<file path="src/design/tpc_pkg.sv">
// tpc_pkg: shared constants, codes and types of the tap/press classifier
// used by tpc_divider and tap_press_classifier; no dependencies
package tpc_pkg;

  // widths of the payload and config port
  localparam int unsigned StampW  = 32;
  localparam int unsigned CfgW    = 16;
  localparam int unsigned CfgIdxW = 4;
  localparam int unsigned KindW   = 2;
  localparam int unsigned UnitsW  = 6;

  // largest press count that is reported without overflow
  localparam int unsigned MaxUnits = 50;

  // result kinds
  localparam logic [KindW-1:0] KIND_NONE  = 2'd0;
  localparam logic [KindW-1:0] KIND_TAP   = 2'd1;
  localparam logic [KindW-1:0] KIND_PRESS = 2'd2;

  // register indexes
  localparam logic [CfgIdxW-1:0] REG_DEBOUNCE   = 4'd0;
  localparam logic [CfgIdxW-1:0] REG_TAP_SPAN   = 4'd1;
  localparam logic [CfgIdxW-1:0] REG_PRESS_LIM  = 4'd2;
  localparam logic [CfgIdxW-1:0] REG_PRESS_STEP = 4'd3;

  // register reset values
  localparam logic [CfgW-1:0] DebounceRst  = 16'd50;
  localparam logic [CfgW-1:0] TapSpanRst   = 16'd300;
  localparam logic [CfgW-1:0] PressLimRst  = 16'd500;
  localparam logic [CfgW-1:0] PressStepRst = 16'd1000;

  // status of the step counting unit
  typedef struct packed {
    logic busy;
    logic done;
    logic overflow;
  } div_status_t;

endpackage

</file>
<file path="src/design/tpc_divider.sv">
// tpc_divider: counts press steps, ceil(excess / step) capped at MaxUnits,
// by one compare-and-subtract per cycle; depends on tpc_pkg
module tpc_divider (
  input  logic                          clk_i,
  input  logic                          rst_ni,
  input  logic                          start_i,
  input  logic [tpc_pkg::StampW-1:0]    excess_i,
  input  logic [tpc_pkg::CfgW-1:0]      step_i,
  output tpc_pkg::div_status_t          status_o,
  output logic [tpc_pkg::UnitsW-1:0]    units_o
);
  import tpc_pkg::*;

  logic                busy_q, busy_d;
  logic                done_q, done_d;
  logic                ovf_q, ovf_d;
  logic [StampW-1:0]   rem_q, rem_d;
  logic [CfgW-1:0]     step_q, step_d;
  logic [UnitsW-1:0]   count_q, count_d;
  logic [StampW:0]     diff;

  // subtractor: remainder minus step, borrow means below one step
  assign diff = {1'b0, rem_q} - {{(StampW-CfgW+1){1'b0}}, step_q};

  // sequencing of the count
  always_comb begin
    busy_d  = busy_q;
    done_d  = 1'b0;
    ovf_d   = ovf_q;
    rem_d   = rem_q;
    step_d  = step_q;
    count_d = count_q;
    if (start_i) begin
      rem_d   = excess_i;
      step_d  = step_i;
      count_d = '0;
      ovf_d   = 1'b0;
      if (step_i == '0) begin
        // zero step can never reach a count
        done_d = 1'b1;
        ovf_d  = 1'b1;
      end else begin
        busy_d = 1'b1;
      end
    end else if (busy_q) begin
      if (rem_q == '0) begin
        busy_d = 1'b0;
        done_d = 1'b1;
      end else if (count_q == UnitsW'(MaxUnits)) begin
        busy_d = 1'b0;
        done_d = 1'b1;
        ovf_d  = 1'b1;
      end else begin
        rem_d   = diff[StampW] ? '0 : diff[StampW-1:0];
        count_d = count_q + 1'b1;
      end
    end
  end

  // control state
  always_ff @(posedge clk_i or negedge rst_ni) begin
    if (!rst_ni) begin
      busy_q <= 1'b0;
      done_q <= 1'b0;
    end else begin
      busy_q <= busy_d;
      done_q <= done_d;
    end
  end

  // datapath registers
  always_ff @(posedge clk_i) begin
    ovf_q   <= ovf_d;
    rem_q   <= rem_d;
    step_q  <= step_d;
    count_q <= count_d;
  end

  assign status_o.busy     = busy_q;
  assign status_o.done     = done_q;
  assign status_o.overflow = ovf_q;
  assign units_o           = count_q;

endmodule

</file>
<file path="src/design/tap_press_classifier.sv">
// tap_press_classifier: top level, sample sequencer, held-time state and config
// depends on tpc_pkg and tpc_divider
//
// One result is produced for each accepted button sample. The block takes one
// sample at a time. On its way from accept to result register, a released
// sample passes ST_DELTA, ST_EVAL and ST_RES, and a held sample at or below
// the press threshold passes ST_DELTA, ST_ADD, ST_EVAL and ST_RES. A long
// press also waits in ST_DIV, where the divider counts press steps one per
// cycle, up to 50 steps, then checks the cap and flags done; a zero press step
// ends at once. The result sits in an output register, and the next sample is
// accepted while it waits to be taken.
// Config writes land at once and should only be issued while the block is idle.
module tap_press_classifier (
  input  logic                           clk_i,
  input  logic                           rst_ni,
  // sample channel
  input  logic                           in_valid_i,
  output logic                           in_ready_o,
  input  logic                           button_level_i,
  input  logic [tpc_pkg::StampW-1:0]     time_stamp_i,
  // result channel
  output logic                           out_valid_o,
  input  logic                           out_ready_i,
  output logic [tpc_pkg::KindW-1:0]      press_kind_o,
  output logic [tpc_pkg::UnitsW-1:0]     press_units_o,
  output logic                           units_overflow_o,
  // config write port
  input  logic                           cfg_we_i,
  input  logic [tpc_pkg::CfgIdxW-1:0]    cfg_index_i,
  input  logic [tpc_pkg::CfgW-1:0]       cfg_data_i
);
  import tpc_pkg::*;

  localparam logic [2:0] ST_IDLE  = 3'd0;
  localparam logic [2:0] ST_DELTA = 3'd1;
  localparam logic [2:0] ST_ADD   = 3'd2;
  localparam logic [2:0] ST_EVAL  = 3'd3;
  localparam logic [2:0] ST_DIV   = 3'd4;
  localparam logic [2:0] ST_RES   = 3'd5;

  logic [2:0]         state_q, state_d;

  logic [CfgW-1:0]    debounce_q, tap_span_q, press_lim_q, press_step_q;

  logic               level_q;
  logic [StampW-1:0]  stamp_q;
  logic [StampW-1:0]  last_stamp_q;
  logic [StampW-1:0]  held_q;
  logic [StampW-1:0]  delta_q;

  logic [KindW-1:0]   res_kind_q;
  logic [UnitsW-1:0]  res_units_q;
  logic               res_ovf_q;

  logic               out_valid_q;
  logic [KindW-1:0]   out_kind_q;
  logic [UnitsW-1:0]  out_units_q;
  logic               out_ovf_q;

  logic               in_fire;
  logic               out_free;
  logic [StampW:0]    stamp_diff;
  logic [StampW:0]    held_sum;
  logic [StampW:0]    excess_diff;
  logic [CfgW:0]      tap_top;
  logic               tap_hit;
  logic               div_start;
  div_status_t        div_status;
  logic [UnitsW-1:0]  div_units;

  assign in_ready_o = (state_q == ST_IDLE);
  assign in_fire    = in_valid_i && in_ready_o;
  assign out_free   = !out_valid_q || out_ready_i;

  // forward step of the stamp, borrow means backward
  assign stamp_diff  = {1'b0, stamp_q} - {1'b0, last_stamp_q};
  // saturating held-time sum
  assign held_sum    = {1'b0, held_q} + {1'b0, delta_q};
  // amount held beyond the press threshold
  assign excess_diff = {1'b0, held_q} - {{(StampW-CfgW+1){1'b0}}, press_lim_q};
  // tap window on release
  assign tap_top     = {1'b0, debounce_q} + {1'b0, tap_span_q};
  assign tap_hit     = (held_q > {{(StampW-CfgW){1'b0}}, debounce_q}) &&
                       ({1'b0, held_q} <= {{(StampW-CfgW){1'b0}}, tap_top});

  assign div_start = (state_q == ST_EVAL) && level_q &&
                     !excess_diff[StampW] && (excess_diff != '0);

  tpc_divider u_divider (
    .clk_i    (clk_i),
    .rst_ni   (rst_ni),
    .start_i  (div_start),
    .excess_i (excess_diff[StampW-1:0]),
    .step_i   (press_step_q),
    .status_o (div_status),
    .units_o  (div_units)
  );

  // sequencer
  always_comb begin
    state_d = state_q;
    case (state_q)
      ST_IDLE:  if (in_fire) state_d = ST_DELTA;
      ST_DELTA: state_d = level_q ? ST_ADD : ST_EVAL;
      ST_ADD:   state_d = ST_EVAL;
      ST_EVAL:  state_d = div_start ? ST_DIV : ST_RES;
      ST_DIV:   if (div_status.done) state_d = ST_RES;
      ST_RES:   if (out_free) state_d = ST_IDLE;
      default:  state_d = ST_IDLE;
    endcase
  end

  // control state, config registers and block state
  always_ff @(posedge clk_i or negedge rst_ni) begin
    if (!rst_ni) begin
      state_q      <= ST_IDLE;
      debounce_q   <= DebounceRst;
      tap_span_q   <= TapSpanRst;
      press_lim_q  <= PressLimRst;
      press_step_q <= PressStepRst;
      last_stamp_q <= '0;
      held_q       <= '0;
      out_valid_q  <= 1'b0;
    end else begin
      state_q <= state_d;
      // config write
      if (cfg_we_i) begin
        case (cfg_index_i)
          REG_DEBOUNCE:   debounce_q   <= cfg_data_i;
          REG_TAP_SPAN:   tap_span_q   <= cfg_data_i;
          REG_PRESS_LIM:  press_lim_q  <= cfg_data_i;
          REG_PRESS_STEP: press_step_q <= cfg_data_i;
          default:        ;
        endcase
      end
      // stamp always follows the sample
      if (state_q == ST_DELTA) begin
        last_stamp_q <= stamp_q;
      end
      // held time grows while pressed and clears on release
      if (state_q == ST_ADD) begin
        held_q <= held_sum[StampW] ? '1 : held_sum[StampW-1:0];
      end
      if ((state_q == ST_EVAL) && !level_q) begin
        held_q <= '0;
      end
      // output register
      if ((state_q == ST_RES) && out_free) begin
        out_valid_q <= 1'b1;
      end else if (out_ready_i) begin
        out_valid_q <= 1'b0;
      end
    end
  end

  // payload registers
  always_ff @(posedge clk_i) begin
    if (in_fire) begin
      level_q <= button_level_i;
      stamp_q <= time_stamp_i;
    end
    if (state_q == ST_DELTA) begin
      delta_q <= stamp_diff[StampW] ? '0 : stamp_diff[StampW-1:0];
    end
    if (state_q == ST_EVAL) begin
      res_units_q <= '0;
      res_ovf_q   <= 1'b0;
      if (level_q) begin
        res_kind_q <= div_start ? KIND_PRESS : KIND_NONE;
      end else begin
        res_kind_q <= tap_hit ? KIND_TAP : KIND_NONE;
      end
    end
    if ((state_q == ST_DIV) && div_status.done) begin
      res_ovf_q   <= div_status.overflow;
      res_units_q <= div_status.overflow ? '0 : div_units;
    end
    if ((state_q == ST_RES) && out_free) begin
      out_kind_q  <= res_kind_q;
      out_units_q <= res_units_q;
      out_ovf_q   <= res_ovf_q;
    end
  end

  assign out_valid_o      = out_valid_q;
  assign press_kind_o     = out_kind_q;
  assign press_units_o    = out_units_q;
  assign units_overflow_o = out_ovf_q;

endmodule

</file>
<file path="config.mk">
export PLATFORM = sky130hd
export DESIGN_NAME = tap_press_classifier
export DESIGN_NICKNAME = d
export VERILOG_FILES = /design/src/design/tpc_pkg.sv /design/src/design/tpc_divider.sv /design/src/design/tap_press_classifier.sv
export SDC_FILE = /design/constraint.sdc
export NUM_CORES = 1
export LEC_CHECK = 0
export ABC_AREA = 0
export CAP_MARGIN = 20
export CORE_MARGIN = 2
export CORE_UTILIZATION = 40
export DETAILED_ROUTE_END_ITERATION = 8
export DONT_BUFFER_PORTS = 1
export MAX_ROUTING_LAYER = met4
export SLEW_MARGIN = 5
export SYNTH_ARGS = -nofsm -noshare
export SYNTH_HDL_FRONTEND = slang
export SYNTH_HIERARCHICAL = 1
export SYNTH_SLANG_ARGS = --single-unit
</file>
<file path="constraint.sdc">
create_clock -name clk_i -period 6.8 [get_ports clk_i]
set_input_delay 0.34 -clock clk_i [delete_from_list [all_inputs] [get_ports clk_i]]
set_output_delay 0.34 -clock clk_i [all_outputs]
set_load 0.05 [all_outputs]
</file>
## Word-level counts from Yosys, hierarchy flattened

Index checks and enable logic that the tools add are counted.

| word-level totals | value |
|---|---|
| register bits after elaboration | 272 |
| input bits | 58 |
| output and inout port bits | 11 |
| word-level logic and storage cells | 116 |

| cells by class | value |
|---|---|
| add/subtract/negate cells | 6 |
| magnitude comparators | 2 |
| equality and inequality tests | 15 |
| mux-type cells | 38 |
| bitwise gates (word level) | 2 |
| reductions and logical operators | 30 |

Operators with widths:

| cell | count |
|---|---|
| 32-bit two-way mux | 8 |
| 32-bit by 16-bit subtractor with 33-bit output | 2 |
| 32-bit by 32-bit adder with 33-bit output | 1 |
| 33-bit nonzero test | 1 |
| 32-bit by 32-bit subtractor with 33-bit output | 1 |
| 32-bit by 16-bit > comparator with 1-bit output | 1 |
| 32-bit by 17-bit less-or-equal comparator with 1-bit output | 1 |
| 32-bit logical NOT | 1 |
| 1-bit two-way mux | 21 |
| 6-bit two-way mux | 3 |
| 3-bit case mux with 6 select lines | 1 |
| 16-bit by 16-bit adder with 17-bit output | 1 |
| 16-bit logical NOT | 1 |
| 3-bit AND reduction | 4 |
| 2-bit nonzero test | 5 |
| 3-bit two-way mux | 3 |
| 4-bit by 2-bit == test with 1-bit output, second input constant | 2 |
| 1-bit logical AND | 8 |
| 2-bit inequality test, second input constant | 4 |
| 2-bit AND reduction | 4 |
| 6-bit by 1-bit adder with 6-bit output, second input constant | 1 |
| 3-bit by 2-bit == test with 1-bit output, second input constant | 2 |
| 3-bit == test, second input constant | 2 |
| 6-bit == test, second input constant | 1 |
| other kinds (9) | 14 |

## Logic depth before layout (Yosys ltp)

| depth | value |
|---|---|
| word-level depth | 6 |
| gate-level depth with buffers | 17 |
| gate-level depth less buffers | 17 |

## Hierarchy

The synthesis kept the hierarchy.

By module, submodules not included:

| module | instances | cells an instance | area an instance (µm²) | seq. area each (µm²) |
|---|---|---|---|---|
| tap_press_classifier | 1 | 1421 | 13671.9 | 5819.3 |
| tpc_divider | 1 | 370 | 3658.5 | 1641.6 |

## Worst setup path before layout

Ideal clock, no wire load.

| timing | value |
|---|---|
| kind | register to register |
| start point | register press_lim_q[2] |
| end point | register u_divider.rem_q[0], enable pin |
| library setup time | 390 ps |
| data arrival time | 4388 ps |
| required time | 6410 ps |
| setup slack | 2022 ps |
| cell stages (with the launch flop) | 15 |
| buffers on the path | 1 |
| clock period less this slack | 4778 ps |
| path through | dfstp_2 inv_1 ha_1 nor2b_1 o31a_1 a41oi_2 o2111ai_1 nor4_1 xor2_1 or3_1 nor4_2 a21oi_2 clkbuf_1 clkinv_1 nand2_1 |

| on the way | value |
|---|---|
| elaborated cells on any way between the ends | 9 |
| classes of those cells | 1 x add/sub; 2 x eq/ne; 6 x reduce/logical |

RTL lines:

| item | line | RTL |
|---|---|---|
| from (decl) | tap_press_classifier.sv:43 | `logic [CfgW-1:0] debounce_q, tap_span_q, press_lim_q, press_step_q;` |
| from (signal assigned) | tap_press_classifier.sv:119 | `press_lim_q <= PressLimRst;` |
| from (signal assigned) | tap_press_classifier.sv:131 | `REG_PRESS_LIM: press_lim_q <= cfg_data_i;` |
| 32-bit by 16-bit subtractor with 33-bit output (*) | tap_press_classifier.sv:80 | `assign excess_diff = {1'b0, held_q} - {{(StampW-CfgW+1){1'b0}}, press_lim_q};` |
| net excess_diff[26] | tap_press_classifier.sv:64 | `logic [StampW:0] excess_diff;` |
| 33-bit nonzero test (*) | tap_press_classifier.sv:87 | `!excess_diff[StampW] && (excess_diff != '0);` |
| 1-bit logical AND (*) | tap_press_classifier.sv:87 |  |
| net div_start | tap_press_classifier.sv:67 | `logic div_start;` |
| 2-bit inequality test (no line) or 2-bit nonzero test (tied branches) | -- |  |
| 3-bit AND reduction (no line) (*) | -- |  |
| to (signal assigned) | tpc_divider.sv:74 | `rem_q <= rem_d;` |
| to (decl) | tpc_divider.sv:17 | `logic [StampW-1:0] rem_q, rem_d;` |

Mark *: on every way through the listed nets, which the timed path passes. The rest lies on a longest branch.
A chain may end at the register's enable or synchronous reset.

## Final worst setup path

| timing | value |
|---|---|
| start point | register held_q[0] |
| end point | register u_divider.rem_q[23] (data pin) |

| on the way | value |
|---|---|
| elaborated cells on any way between the ends | 6 |
| classes of those cells | 1 x add/sub; 1 x mux; 4 x reduce/logical |

RTL lines:

| item | line | RTL |
|---|---|---|
| from (decl) | tap_press_classifier.sv:48 | `logic [StampW-1:0] held_q;` |
| from (signal assigned) | tap_press_classifier.sv:142 | `held_q <= held_sum[StampW] ? '1 : held_sum[StampW-1:0];` |
| 32-bit by 16-bit subtractor with 33-bit output | tap_press_classifier.sv:80 |  |
| net excess_diff[20] | tap_press_classifier.sv:64 |  |
| 33-bit nonzero test | tap_press_classifier.sv:87 |  |
| 1-bit logical AND | tap_press_classifier.sv:87 |  |
| net div_start | tap_press_classifier.sv:67 |  |
| 32-bit two-way mux | tpc_divider.sv:33 | `if (start_i) begin` |
| net u_divider.rem_d[23] | tpc_divider.sv:17 |  |

The timed path passes the listed nets, and every way through them passes these cells.

==> out/qor.yml <==
run_status:
  status: "completed"
drt:
  drt-initial-drc-count: 783
  via_count: 13150
  vias_per_cell: 5.376
  finalWirelength_mm: 42.03
  postRouteAntennaNets: 0
  wl_per_cell_um: 17.18
  drc: 0
  drt_pass1_iterations: 5
timing:
  rsz0062_at_grt: "no"
  whs_ps: 63.10
  fin_skew_ps: 25.15
  fin_crit_sh_pct: 71.78
  slew_viol_final: 0
  slew-limit-headroom_pct: 23.51
  fin_crit_ps: 4881
  fmax_mhz: 204.9
  hold_violations: 0
  setup_tns_ps: 0
  tightest_slew_ps: 1118
  finalSetupViolCount: 0
synth:
  synth_area_um2: 17320
  synth_cells: 1790
  synthesis.area_per_instance_um2: 9.678
  ys_warn_count: 6
  syn-num-nets: 2001
power:
  max-vdd-ir-drop_v: 0.0002185
  powerDensity_nw_per_um2: 227.4
  power.leakage_nw: 8.187
cells_and_area:
  final_cell_count_no_fill: 2446
  antenna_cells: 0
  n_fill_cell: 4125
  syn2layout_area_growth_pct: 13.38
  area.sequential_um2: 7461
  finish.utilization_pct: 45.80
  final_nets: 2045
  drive_above_1_share_pct: 8.436
  multi_input_area_um2: 9238
placed_design:
  place.gp.congestion: 0.9389
  dpl.cell_count: 2330
  hpwl_mm: 31.12
  io_buffers: 0
global_routing:
  overflow: 0
  grt_usage_pct: 19.75
  grt_pass1_wl_mm: 68.39
  grt_pass1_vias: 12720
  antenna_found_initial: 0
  grt_max_degree: 135
setup_path:
  rr_worst_depth: 15
  reg2reg_from: "held_q[0]"
  path_cells: "inv_1, ha_1, fa_1, nor2b_1, o31a_1, a41oi_2, o21ai_0, o21ai_0, a211o_1, or4_1, nor4_2, a21oi_4, a21oi_1, a21oi_1, a31oi_1"
  path_buf_inv: 1
  critPathLaunchType: "flop"
  crit_path_end_kind: "flop"
  cp_slowest_cell: "a21oi_1"
  cp-startpoint: "held_q[0]"
  crit_cells: 15
  critical-path-max-stage-delay_ps: 830
  worst_ep_required_time_ps: 7190
  worstSetupPathType: "flop to flop"
  crit_arrival_ps: 5270
  critPathTopFamily: "compound AO/OA/AOI/OAI gates"
  crit_fanout: 15
clock_tree:
  cts_tree: "yes"
  clk_path_buf_depth: 3
  root_buffer: "clkbuf_16"
  clk_latency_ps: 560
  clkSinkCount: 272
  postCtsSetupRepairBufs: 0
  htreeDepth: 2
  cts_resized: 0
  path_clk_slew_ps: 60
  cts_buffers: 35
floorplan:
  die_x_um: 212.1
  rows: 76
  io_pins: 69
  fp.dieArea_um2: 44990
  core_area_um2: 42890
  die_y_um: 212.1
  start_util_pct: 40.39
worst_hold_path:
  min_from: "out_ready_i"
  hold_depth: 2
  hp-class: "input pin to flop"
flow_run:
  drv_cap: 0
## cell usage in the layout, fill, tap and decap left out, types with 26 or more instances in the layout
cell           instances
dfrtp_1              115
nand2_1              209
nand2b_1              38
a21o_1                43
edfxtp_1             132
xnor2_1               61
mux2_2                35
o31ai_1               26
a21oi_1               98
nor2_1               116
inv_1                116
o21ai_0              152
clkbuf_16             36
dlygate4sd3_1         50
nand3_1               27
xor2_1                46
nor3_1                36
ha_1                 148
## power breakdown
group	leakage (nW)	internal (W)	switching, W	total (W)
combinational	4.74	0.000304	0.000397	0.000701
clock	0.561	0.00114	0.000736	0.00188
sequential	2.89	0.00183	0.0000519	0.00189
## repair_timing
| item | CTS | global route |
|---|---|---|
| hold buffers | 51 | 0 |
| endpoints found under the hold margin | 231 | 0 |
| setup endpoints to repair | 0 | 0 |
## cell type report
cell class              instances  area share [%]
multi-input cells            1348           47.03
well taps                     585           3.727
flip-flops and latches        272           37.99
clock inverters                19           1.134
repair buffers                 60           3.071
clock buffers                  45           4.810
inverters                     117           2.236
## registers in the layout, summed over array words and instances, names as in the netlist, 6 cells and up
register,cells
u_divider/units_o,6
delta_q,32
res_units_q,6
press_step_q,16
press_lim_q,16
u_divider/step_q,16
u_divider/rem_q,32
stamp_q,32
press_units_o,6
debounce_q,16
tap_span_q,16
last_stamp_q,32
held_q,32
## through the flow
step / power (W) / setup slack [ps] / instance area (um^2)
floorplan: 0.002407 / 2022 / 17320
CTS: 0.004521 / 1907 / 19630
global route: 0.004689 / 1342 / 19640
global placement: 0.002544 / 2018 / 17930
finish: 0.004467 / 1919 / 19640
detailed placement: 0.002559 / 1973 / 17930
## layer usage
| layer | share of wire (%) | vias to the layer above | global-route usage, % | wire length [um] |
|---|---|---|---|---|
| li1 | - | 6612 | - | - |
| met1 | 49 | 6216 | 27.18 | 20440 |
| met2 | 45 | 262 | 30.37 | 18880 |
| met3 | 4.0 | 59 | 3.102 | 1688 |
| met4 | 2.4 | 0 | 5.245 | 1009 |
| met5 | 0 | - | - | 0 |
## worst paths after layout
check | endpoint | slack (ps)
max | u_divider/rem_q[23] | 1920
min | out_valid_o | 60
max reg2reg | u_divider/rem_q[23] | 1920
min reg2reg | units_overflow_o | 420
max in group asynchronous | u_divider/busy_q | 5790
min in group asynchronous | last_stamp_q[7] | 460
## worst reg2reg max path: cells and delay by family, from the launching register on
kind            cells  cell delay (ps)
flops               1              370
simple gates        3              950
fa+ha+maj           2              630
buf+inv             1               90
compound gates      9             2690
No activity file was read; power rests on OpenSTA's default activity.
